**src/hdl/izs_pkg.sv**
```systemverilog
// Package for the instrument zone selector: payload structs, table entry
// formats, opcodes, state and tier enums, command/status structs.
// No dependencies.
`default_nettype none
package izs_pkg;

   localparam int MAX_PRESETS_DEF = 256;
   localparam int MAX_LAYERS_DEF  = 512;
   localparam int MAX_RANGES_DEF  = 1024;
   localparam int MAX_MATCHES_DEF = 64;

   typedef enum logic [1:0] {
      OP_LOAD_PRESET = 2'd0,
      OP_LOAD_LAYER  = 2'd1,
      OP_LOAD_RANGE  = 2'd2,
      OP_LOOKUP      = 2'd3
   } op_type;

   typedef enum logic [1:0] {
      CSR_PRESET_COUNT = 2'd0,
      CSR_LAYER_COUNT  = 2'd1,
      CSR_RANGE_COUNT  = 2'd2
   } csr_index_type;

   typedef enum logic [1:0] {
      TIER_EXACT = 2'd0,
      TIER_PROG  = 2'd1,
      TIER_DRUM  = 2'd2
   } tier_type;

   typedef enum logic [2:0] {
      ST_IDLE,
      ST_P_RD,
      ST_P_CHK,
      ST_L_RD,
      ST_L_CHK,
      ST_R_RD,
      ST_R_CHK,
      ST_FIN
   } state_type;

   typedef struct packed {
      logic [1:0] op;
      logic [9:0] entry_index;
      logic [7:0] owner_index;
      logic [7:0] instrument_index;
      logic       is_drum;
      logic [6:0] bank_msb;
      logic [6:0] bank_lsb;
      logic [6:0] program_req;
      logic [6:0] key_low;
      logic [6:0] key_high;
      logic [6:0] vel_low;
      logic [6:0] vel_high;
   } req_type;

   typedef struct packed {
      logic       preset_found;
      logic [7:0] preset_index;
      logic       zone_valid;
      logic [9:0] range_index;
      logic       overflow;
      logic       last;
   } rsp_type;

   typedef struct packed {
      logic       drum;
      logic [6:0] msb;
      logic [6:0] lsb;
      logic [6:0] prog;
   } preset_ent_type;

   typedef struct packed {
      logic [7:0] owner;
      logic [6:0] klo;
      logic [6:0] khi;
      logic [6:0] vlo;
      logic [6:0] vhi;
      logic [7:0] inst;
   } layer_ent_type;

   typedef struct packed {
      logic [7:0] owner;
      logic [6:0] klo;
      logic [6:0] khi;
      logic [6:0] vlo;
      logic [6:0] vhi;
   } range_ent_type;

   typedef struct packed {
      logic load_wr;
      logic start_lookup;
      logic p_clear;
      logic tier_inc;
      logic p_inc;
      logic p_take;
      logic l_inc;
      logic l_take;
      logic r_inc;
      logic match;
      logic emit_final;
   } cmd_type;

   typedef struct packed {
      logic p_end;
      logic p_hit;
      logic tier_last;
      logic l_end;
      logic l_hit;
      logic r_end;
      logic r_hit;
   } status_type;

   function automatic logic in_window(input logic [6:0] klo, input logic [6:0] khi,
                                      input logic [6:0] k, input logic [6:0] vlo,
                                      input logic [6:0] vhi, input logic [6:0] v);
      return (klo <= k) && (k <= khi) && (vlo <= v) && (v <= vhi);
   endfunction

endpackage
`default_nettype wire

```
**src/hdl/izs_ctrl.sv**
```systemverilog
// Sequencer for the zone selector: preset tiers, layer walk, range walk.
// Depends on izs_pkg.
`default_nettype none
module izs_ctrl (
   input  wire logic               clock,
   input  wire logic               reset,
   input  wire logic               start,
   input  wire logic [1:0]         req_op,
   input  wire izs_pkg::status_type status,
   output izs_pkg::cmd_type        cmd,
   output logic                    busy
);
   import izs_pkg::*;

   state_type state_ff, state_in;

   always_ff @(posedge clock) begin
      if (reset) begin
         state_ff <= ST_IDLE;
      end else begin
         state_ff <= state_in;
      end
   end

   always_comb begin
      state_in = state_ff;
      cmd      = '0;
      busy     = (state_ff != ST_IDLE);
      unique case (state_ff)
         ST_IDLE: begin
            if (start) begin
               if (req_op == OP_LOOKUP) begin
                  cmd.start_lookup = 1'b1;
                  state_in         = ST_P_RD;
               end else begin
                  cmd.load_wr = 1'b1;
               end
            end
         end
         ST_P_RD: begin
            if (status.p_end) begin
               if (status.tier_last) begin
                  state_in = ST_FIN;
               end else begin
                  cmd.tier_inc = 1'b1;
                  cmd.p_clear  = 1'b1;
               end
            end else begin
               state_in = ST_P_CHK;
            end
         end
         ST_P_CHK: begin
            if (status.p_hit) begin
               cmd.p_take = 1'b1;
               state_in   = ST_L_RD;
            end else begin
               cmd.p_inc = 1'b1;
               state_in  = ST_P_RD;
            end
         end
         ST_L_RD: begin
            state_in = status.l_end ? ST_FIN : ST_L_CHK;
         end
         ST_L_CHK: begin
            if (status.l_hit) begin
               cmd.l_take = 1'b1;
               state_in   = ST_R_RD;
            end else begin
               cmd.l_inc = 1'b1;
               state_in  = ST_L_RD;
            end
         end
         ST_R_RD: begin
            if (status.r_end) begin
               cmd.l_inc = 1'b1;
               state_in  = ST_L_RD;
            end else begin
               state_in = ST_R_CHK;
            end
         end
         ST_R_CHK: begin
            cmd.match = status.r_hit;
            cmd.r_inc = 1'b1;
            state_in  = ST_R_RD;
         end
         ST_FIN: begin
            cmd.emit_final = 1'b1;
            state_in       = ST_IDLE;
         end
         default: state_in = ST_IDLE;
      endcase
   end

endmodule
`default_nettype wire

```
**config.mk**
```make
export PLATFORM = sky130hd
export DESIGN_NAME = izs_ctrl
export DESIGN_NICKNAME = d
export VERILOG_FILES = /design/src/hdl/izs_pkg.sv /design/src/hdl/izs_ctrl.sv
export SDC_FILE = /design/constraint.sdc
export NUM_CORES = 1
export LEC_CHECK = 0
export ABC_AREA = 1
export BUFFER_PORTS_ARGS = -buffer_cell sky130_fd_sc_hd__buf_2
export CAP_MARGIN = 20
export CORE_AREA = 2 2 39 41
export DETAILED_ROUTE_END_ITERATION = 10
export DIE_AREA = 0 0 41 43
export GPL_ROUTABILITY_DRIVEN = 0
export PLACE_DENSITY_LB_ADDON = 0.05
export SYNTH_ARGS = -nofsm -noshare
export SYNTH_HDL_FRONTEND = slang
export SYNTH_SLANG_ARGS = --single-unit
```
**constraint.sdc**
```tcl
create_clock -name clock -period 0.9 [get_ports clock]
set_input_delay 0.09 -clock clock [delete_from_list [all_inputs] [get_ports clock]]
set_output_delay 0.09 -clock clock [all_outputs]
set_load 0.1 [all_outputs]
```
-- After elaboration in Yosys (flattened, before gate mapping)
Cells that the tools add are included.
- bits in registers: 3
- bits of input ports: 12
- output and inout bits: 12
- word-level logic and storage cells: 41
- equality and inequality tests: 11
- muxes and demuxes: 26
- reductions and logical operators: 3
- operators by type and width (cell ; count):
    $pmux 3 s8 ; 1
    $mux 2 ; 9
    $mux 3 ; 6
    $eq 3x3->1 const B ; 4
    $mux 1 ; 9
    $eq 3x2->1 const B ; 2
    $ne 2x2->1 const B ; 2
    $eq 3x1->1 const B ; 1
    $logic_not 3->1 ; 1
    $ne 3x3->1 const B ; 1
    $reduce_and 3->1 ; 1
    $reduce_bool 3->1 ; 1
    $eq 2x2->1 const B ; 1
    $pmux 1 s2 ; 1

-- Longest topological paths before layout
Gate-level depths: netlist of run 1.
- depth in word-level cells: 4
- gate-level depth with buffers: 6
- mapped depth without buffers: 6

-- Worst setup path after synthesis of run 1
OpenSTA, ideal clock, no wires.
- kind: register -> output
- from: register state_ff[1]
- to: output cmd[6] in the netlist's numbering
- arrival: 3.370 ns
- data required time: 0.810 ns
- slack: -2.560 ns
- cell stages (with the launch flop): 3
- buffers on the path: 0
- path through: dfxtp_1 inv_2 nor4_1
- RTL lines (what ; RTL line ; RTL):
    start: declaration ; izs_ctrl.sv:15 ; state_type state_ff, state_in;
    start signal: assignment ; izs_ctrl.sv:21 ; state_ff <= state_in;
    end: declaration ; izs_ctrl.sv:10 ; output izs_pkg::cmd_type cmd,

==> results.yml, run 1 <==
layout:
  postLayoutCellArea_um2: 973.4
  final_cells: 115
  largest_reg_flops: 3
  top_register: "state_ff"
  top_regs: "state_ff (3)"
  fill_cells: 109
  utilization_pct: 70.34
  nets: 112
  syn2layout_area_growth_pct: 190.3
  drive_above_1_share_pct: 71.72
  diodes: 0
synthesis:
  async_reset_ff_share_pct: 0
  syn_inst: 55
  ys_top_cells_by_area: "dfxtp_1 (18%), inv_1 (13%), nand4_1 (9.3%), nand3_2 (9.0%), nand2_1 (9.0%)"
  synth_seq_cells: 3
  synth_top_area_cell: "dfxtp_1"
  yosysUniqueCellTypes: 17
  syn_area_um2: 335.3
  synth_edf_count: 0
  synth.most_common_cell: "inv_1"
  yosysWarnings: 0
  avgSynthCellArea_um2: 6.097
  synth-main-ff-cell: "dfxtp_1"
  synth.top_cell.area_share_pct: 17.91
  ys_seq_area_share_pct: 17.91
  synth_common_cells: "inv_1 (12), nand2_1 (8), nor2_1 (8)"
  syn_nets: 67
placed_design:
  place_area_um2: 813.3
  dp_hpwl_um: 961.9
  placed_cells: 102
  portBuffers: 23
clocking:
  root_buffer: "clkbuf_4"
  clkSinkCount: 3
  hold_buffers: 0
  cts.clk_slew.worst_paths_ns: 0.04
  worstSkewPairLatency_ns: 0.24
  htree_num_levels: 1
  clock_path_buffers: 2
  tritoncts: "yes"
  cts_inserted_buffers: 3
power:
  total_power_mw: 0.7045
  leakagePower_nw: 0.4345
  ir_drop_mv: 0.6979
  power_density_nw_per_um2: 723.7
critical_path:
  cp_num_cells: 4
  crit_buf_inv: 3
  worstPathCellList: "buf_4 -> nand4_1 -> clkinvlp_4 -> buf_12"
  start_kind: "register"
  required_ns: 0.81
  cp_top_family: "buffers and inverters"
  cpMaxStageDelayCell: "dfxtp_4"
  arrival_ns: 1.27
  timing_worst_setup_path_type: "reg2out"
  critical_path.max_fanout: 4
  reg2regPathDepth: 8
  critical_path.endpoint_type: "primary output"
  critical_path.max_stage_delay_ns: 0.35
grt:
  gr-total-overflow: 0
  use_met2_pct: 24.69
  grt.busiest_layer: "met2"
  use_met1_pct: 16.61
  grt_pass1_vias: 482
  antenna_found_initial: 0
  met3_usage_pct: 6.283
  grt_pass1_wl_mm: 1.794
  grt_max_degree: 9
  grtUsageTotal_pct: 14.93
timing:
  timing.final.max_slew_violations: 0
  setup_violations: 15
  setup_ws_ns: -0.4550
  max_freq_mhz: 738.0
  rsz0062_at_grt: "yes"
  slew_headroom_pct: 82.30
  fin_skew_ns: 0.002704
  tightest_slew_ns: 0.2635
  finalCritPeriodShare_pct: 150.6
  holdWs_ns: 0.1572
  min_period_ns: 1.355
  hold_violations: 0
routing:
  wire_per_inst_um: 11.53
  ant_nets: 0
  viasPerCell: 4.339
  vias: 499
  routed_wl_mm: 1.326
  drt_pass1_iterations: 2
  drt_iter0_drc: 2
  route.detailed.drc: 0
floorplanning:
  dieArea_um2: 1763
  design.core.area_um2: 1384
  fp.dieW_um: 41
  start_util_pct: 24.23
  row_count: 14
  die_h_um: 43
  num_io_pins: 24
min_path:
  hp-class: "in2reg"
  hold_depth: 4
run_status:
  status: "finished with violations"
  violations: "setup timing"
flow_run:
  cap_viol_max_count: 0
-- path summary, 6_finish.rpt --
kind	from	end	slack, ns
min	reset	state_ff[0]	0.16
max	state_ff[1]	cmd[5]	-0.46
max reg2reg	state_ff[2]	state_ff[0]	-0.35
min reg2reg	state_ff[1]	state_ff[1]	0.74
-- layer usage --
layer	part of all wire (%)	wire length [um]
met4	0	0
met5	0	0
met3	6.4	85
met2	56	736
met1	38	505
-- kinds of logic after synthesis --
group	count (synthesis)	share of synthesized area [%]
flops	3	17.91
buf+inv	16	21.27
compound gates	1	1.491
simple gates	35	59.33
-- cells in the final DEF (no fill, tap or decap) --
cell type	synthesis	routed
buf_12	0	14
buf_6	1	5
nand3b_1	1	1
nor2_4	0	2
clkbuf_4	0	3
nand2_4	0	1
nor2_1	8	6
inv_8	0	1
nand3_1	3	1
inv_4	0	1
buf_2	0	11
o21ai_2	0	1
nor4_4	0	1
nand2_2	1	1
nor3_2	0	1
nand3_2	3	2
inv_1	12	7
nor3_4	0	1
inv_6	0	1
clkbuf_1	0	1
dfxtp_2	0	1
nand3_4	0	3
nor2_2	2	2
nor2_8	1	1
nand2_1	8	7
dfxtp_4	0	2
clkinvlp_4	0	4
buf_4	1	12
nand4_1	5	5
-- per-stage QoR --
stage / setup WS, ns / setup TNS, ns
detailed placement: -0.2453 / -2.980
global route: -0.4989 / -6.455
floorplan: -0.9330 / -6.322
finish: -0.4550 / -5.735
CTS: -0.4564 / -5.863
global placement: -0.2159 / -2.702
-- report_power, final --
| part | switching (mW) | internal, mW |
|---|---|---|
| Sequential | 0.00820 | 0.133 |
| Clock | 0.0735 | 0.166 |
| Combinational | 0.178 | 0.145 |
-- worst reg2reg max path: stages (launching register included) --
cell and delay, ns:
dfxtp_2 0.33, buf_6 0.12, inv_6 0.05, nand3_4 0.08, buf_12 0.14, buf_12 0.12
buf_6 0.11, o21ai_2 0.14, nor2_1 0.05
-- repair_timing --
item	CTS	global route
setup endpoints to repair	15	15
pin swaps	4	9
buffers inserted	5	5
resized for setup	2	12
-- final cells by class --
cell class                      instances  area [um2]  share of cell area (%)
Clock buffer                            4       26.28                   2.699
Timing Repair Buffer                   42       481.7                   49.49
Multi-Input combinational cell         36       294.0                   30.21
Inverter                               14       82.58                   8.483
Sequential cell                         3       68.82                   7.069
Tap cell                               16       20.02                   2.057
Power figures use the tool's default switching activity.
==> inputs of run 2 (changes only) <==
--- a/config.mk
+++ b/config.mk
@@ -5,7 +5,7 @@
 export SDC_FILE = /design/constraint.sdc
 export NUM_CORES = 1
 export LEC_CHECK = 0
-export ABC_AREA = 1
+export ABC_AREA = 0
 export BUFFER_PORTS_ARGS = -buffer_cell sky130_fd_sc_hd__buf_2
 export CAP_MARGIN = 20
 export CORE_AREA = 2 2 39 41
==> run 2 against run 1 <==
The flow still finishes with violations (setup timing). Via count is 2.8% lower. Cell count is 14% lower. Clock skew is 0.0018 ns lower. Routed wire length is 12% lower. Clock power is 8% lower. Hold slack worse by 0.077 ns. Setup slack worse by 0.031 ns. First-iteration DRC count grew to 3.5 times the previous value. Maximum frequency is 2.2% lower. Global-route usage is 0.22 points higher. Critical endpoint is now cmd[8]. Largest cell class unchanged.
==> results.yml, run 2 <==
layout:
  largest_reg_flops: 3
  final_cell_mix: "buf_4 (14), buf_12 (13), buf_2 (11)"
  final_cells: 99
  nets: 96
  top_regs: "state_ff (3)"
  final_common_cell: "buf_4"
  diodes: 0
  top_register: "state_ff"
  drive_above_1_share_pct: 84.34
  syn2layout_area_growth_pct: 192.3
critical_path:
  crit_buf_inv: 3
  reg2regPathDepth: 4
  timing_worst_setup_path_type: "reg2out"
  r2r_start: "state_ff[1]"
  cpMaxStageDelayCell: "dfxtp_4"
  critical_path.max_fanout: 7
  cp_top_family: "buffers and inverters"
  worstPathCellList: "buf_12 -> nor4b_4 -> buf_4 -> buf_12"
  timing.rr.end: "state_ff[0]"
  required_ns: 0.81
  critical_path.endpoint_type: "primary output"
  start_kind: "register"
  reg2reg_setup_slack_ns: -0.27
  arrival_ns: 1.30
  critical_path.max_stage_delay_ns: 0.37
  cpMostUsedCell: "buf_12"
clocking:
  cts.clk_slew.worst_paths_ns: 0.03
  clock_path_buffers: 2
  worstSkewPairLatency_ns: 0.22
  root_buffer: "clkbuf_4"
  cts_inserted_buffers: 3
  htree_num_levels: 1
  tritoncts: "yes"
  clkSinkCount: 3
power:
  switching_share_pct: 35.52
  total_power_mw: 0.6796
  p_int_mw: 0.4382
  p_switching_mw: 0.2414
  leakagePower_nw: 0.3886
  pwr-share-seq_pct: 21.0
  power_density_nw_per_um2: 714.7
  pwr-share-comb_pct: 46.4
  ir_drop_mv: 0.6148
  pwr-share-clk_pct: 32.7
min_path:
  min_to: "state_ff[0]"
  hold_start: "reset"
  hp-class: "in2reg"
  hold_depth: 2
timing:
  max_freq_mhz: 721.6
  min_period_ns: 1.386
  setup_violations: 15
  tightest_slew_ns: 0.4284
  fin_skew_ns: 0.0009235
  setup_ws_ns: -0.4859
  finalCritPeriodShare_pct: 154.0
  slew_headroom_pct: 71.20
  timing.final.max_slew_violations: 0
  rsz0062_at_grt: "yes"
  hold_violations: 0
synthesis:
  synth.most_common_cell: "buf_4"
  ys_top_cells_by_area: "dfxtp_1 (18%), buf_4 (9.2%), nor2b_1 (5.8%), a2111oi_2 (4.6%), a211oi_1 (4.6%)"
  synth_common_cells: "buf_4 (4), dfxtp_1 (3), inv_1 (3), nor2b_1 (3)"
  ys_seq_area_share_pct: 18.46
  yosysUniqueCellTypes: 26
  synth_seq_cells: 3
  synth-main-ff-cell: "dfxtp_1"
  syn_inst: 40
  yosysWarnings: 0
  syn_area_um2: 325.3
  syn_nets: 52
  avgSynthCellArea_um2: 8.133
  async_reset_ff_share_pct: 0
  synth_top_area_cell: "dfxtp_1"
  synth.top_cell.area_share_pct: 18.46
  synth_edf_count: 0
floorplanning:
  num_io_pins: 24
  row_count: 14
  dieArea_um2: 1763
  start_util_pct: 23.51
  fp.dieW_um: 41
  die_h_um: 43
  design.core.area_um2: 1384
routing:
  route.detailed.drc: 0
  wire_per_inst_um: 11.77
  viasPerCell: 4.899
  vias: 485
  drt_pass1_iterations: 2
  routed_wl_mm: 1.165
  drt_iter0_drc: 7
  ant_nets: 0
run_status:
  status: "finished with violations"
  violations: "setup timing"
placed_design:
  portBuffers: 23
  dp_hpwl_um: 802.3
  placed_cells: 89
  dp_slack_ns: -0.2938
grt:
  grtUsageTotal_pct: 15.15
  gr-total-overflow: 0
  grt_pass1_wl_mm: 1.952
  grt_pass1_vias: 497
  antenna_found_initial: 0
  grt_max_degree: 10
flow_run:
  cap_viol_max_count: 0
run 2: cell types whose count changed after synthesis, sizes merged, moves of 3 or more:
cell   delta
nor2b     +3
nand2     -7
nand3     -5
inv      -11
nand4     -5
nor2     -10
run 2: kinds of logic (layout without fill, tap and decap cells):
family / count (synthesis) / count (layout) / share of synthesized area (%)
buf+inv: 7 / 50 / 12.69
compound gates: 12 / 12 / 30.00
simple gates: 17 / 17 / 35.38
mux: 1 / 1 / 3.461
flops: 3 / 3 / 18.46
run 2: cell type report:
type / instances / area (um2)
Timing Repair Buffer: 43 / 470.5
Fill cell: 117 / 432.9
Multi-Input combinational cell: 30 / 349.1
Sequential cell: 3 / 71.32
Clock buffer: 4 / 26.28
Tap cell: 16 / 20.02
Inverter: 3 / 13.76
run 2: timing repair:
item                                    4_1_cts  5_1_grt
setup buffers                                 5        2
gates resized for setup                      15        8
pin swaps                                     4        1
endpoints found under the setup margin       15       15
hold buffers                                  0        0
run 2: worst max path at each step:
stage	depth (start not counted)	slack, ns	endpoint	start
detailed placement	3	-0.29	cmd[6]	state_ff[1]
global route	3	-0.54	cmd[4]	state_ff[0]
CTS	4	-0.48	cmd[8]	state_ff[1]
floorplan	3	-1.11	cmd[8]	state_ff[2]
finish	4	-0.49	cmd[8]	state_ff[1]
global placement	3	-0.30	cmd[4]	state_ff[0]
run 2: power by group through the flow:
stage	Sequential, mW	Clock [mW]	Combinational, mW
finish	0.142	0.222	0.315
global route	0.144	0.248	0.333
CTS	0.142	0.230	0.307
detailed placement	0.148	0	0.283
global placement	0.149	0	0.282
floorplan	0.143	0	0.162
run 2: per-stage QoR:
step           util (%)  cell area, um2  hold WS [ns]  TNS [ns]
6_report          68.72           950.9       0.08004    -5.678
3_3_place_gp      58.14           804.5        0.2924    -3.373
5_1_grt           68.72           950.9       0.08452    -6.592
4_1_cts           66.73           923.4       0.07791    -5.903
2_1_floorplan         -           416.7        0.1488    -7.929
3_5_place_dp      58.14           804.5        0.2943    -3.468
run 2: routing by layer:
metal	GRT usage (%)	up-vias	part of all wire (%)
met1	18.27	233	37
met2	26.25	15	58
li1	-	237	-
met5	0	-	0
met4	2.000	0	0
met3	3.665	0	5.4
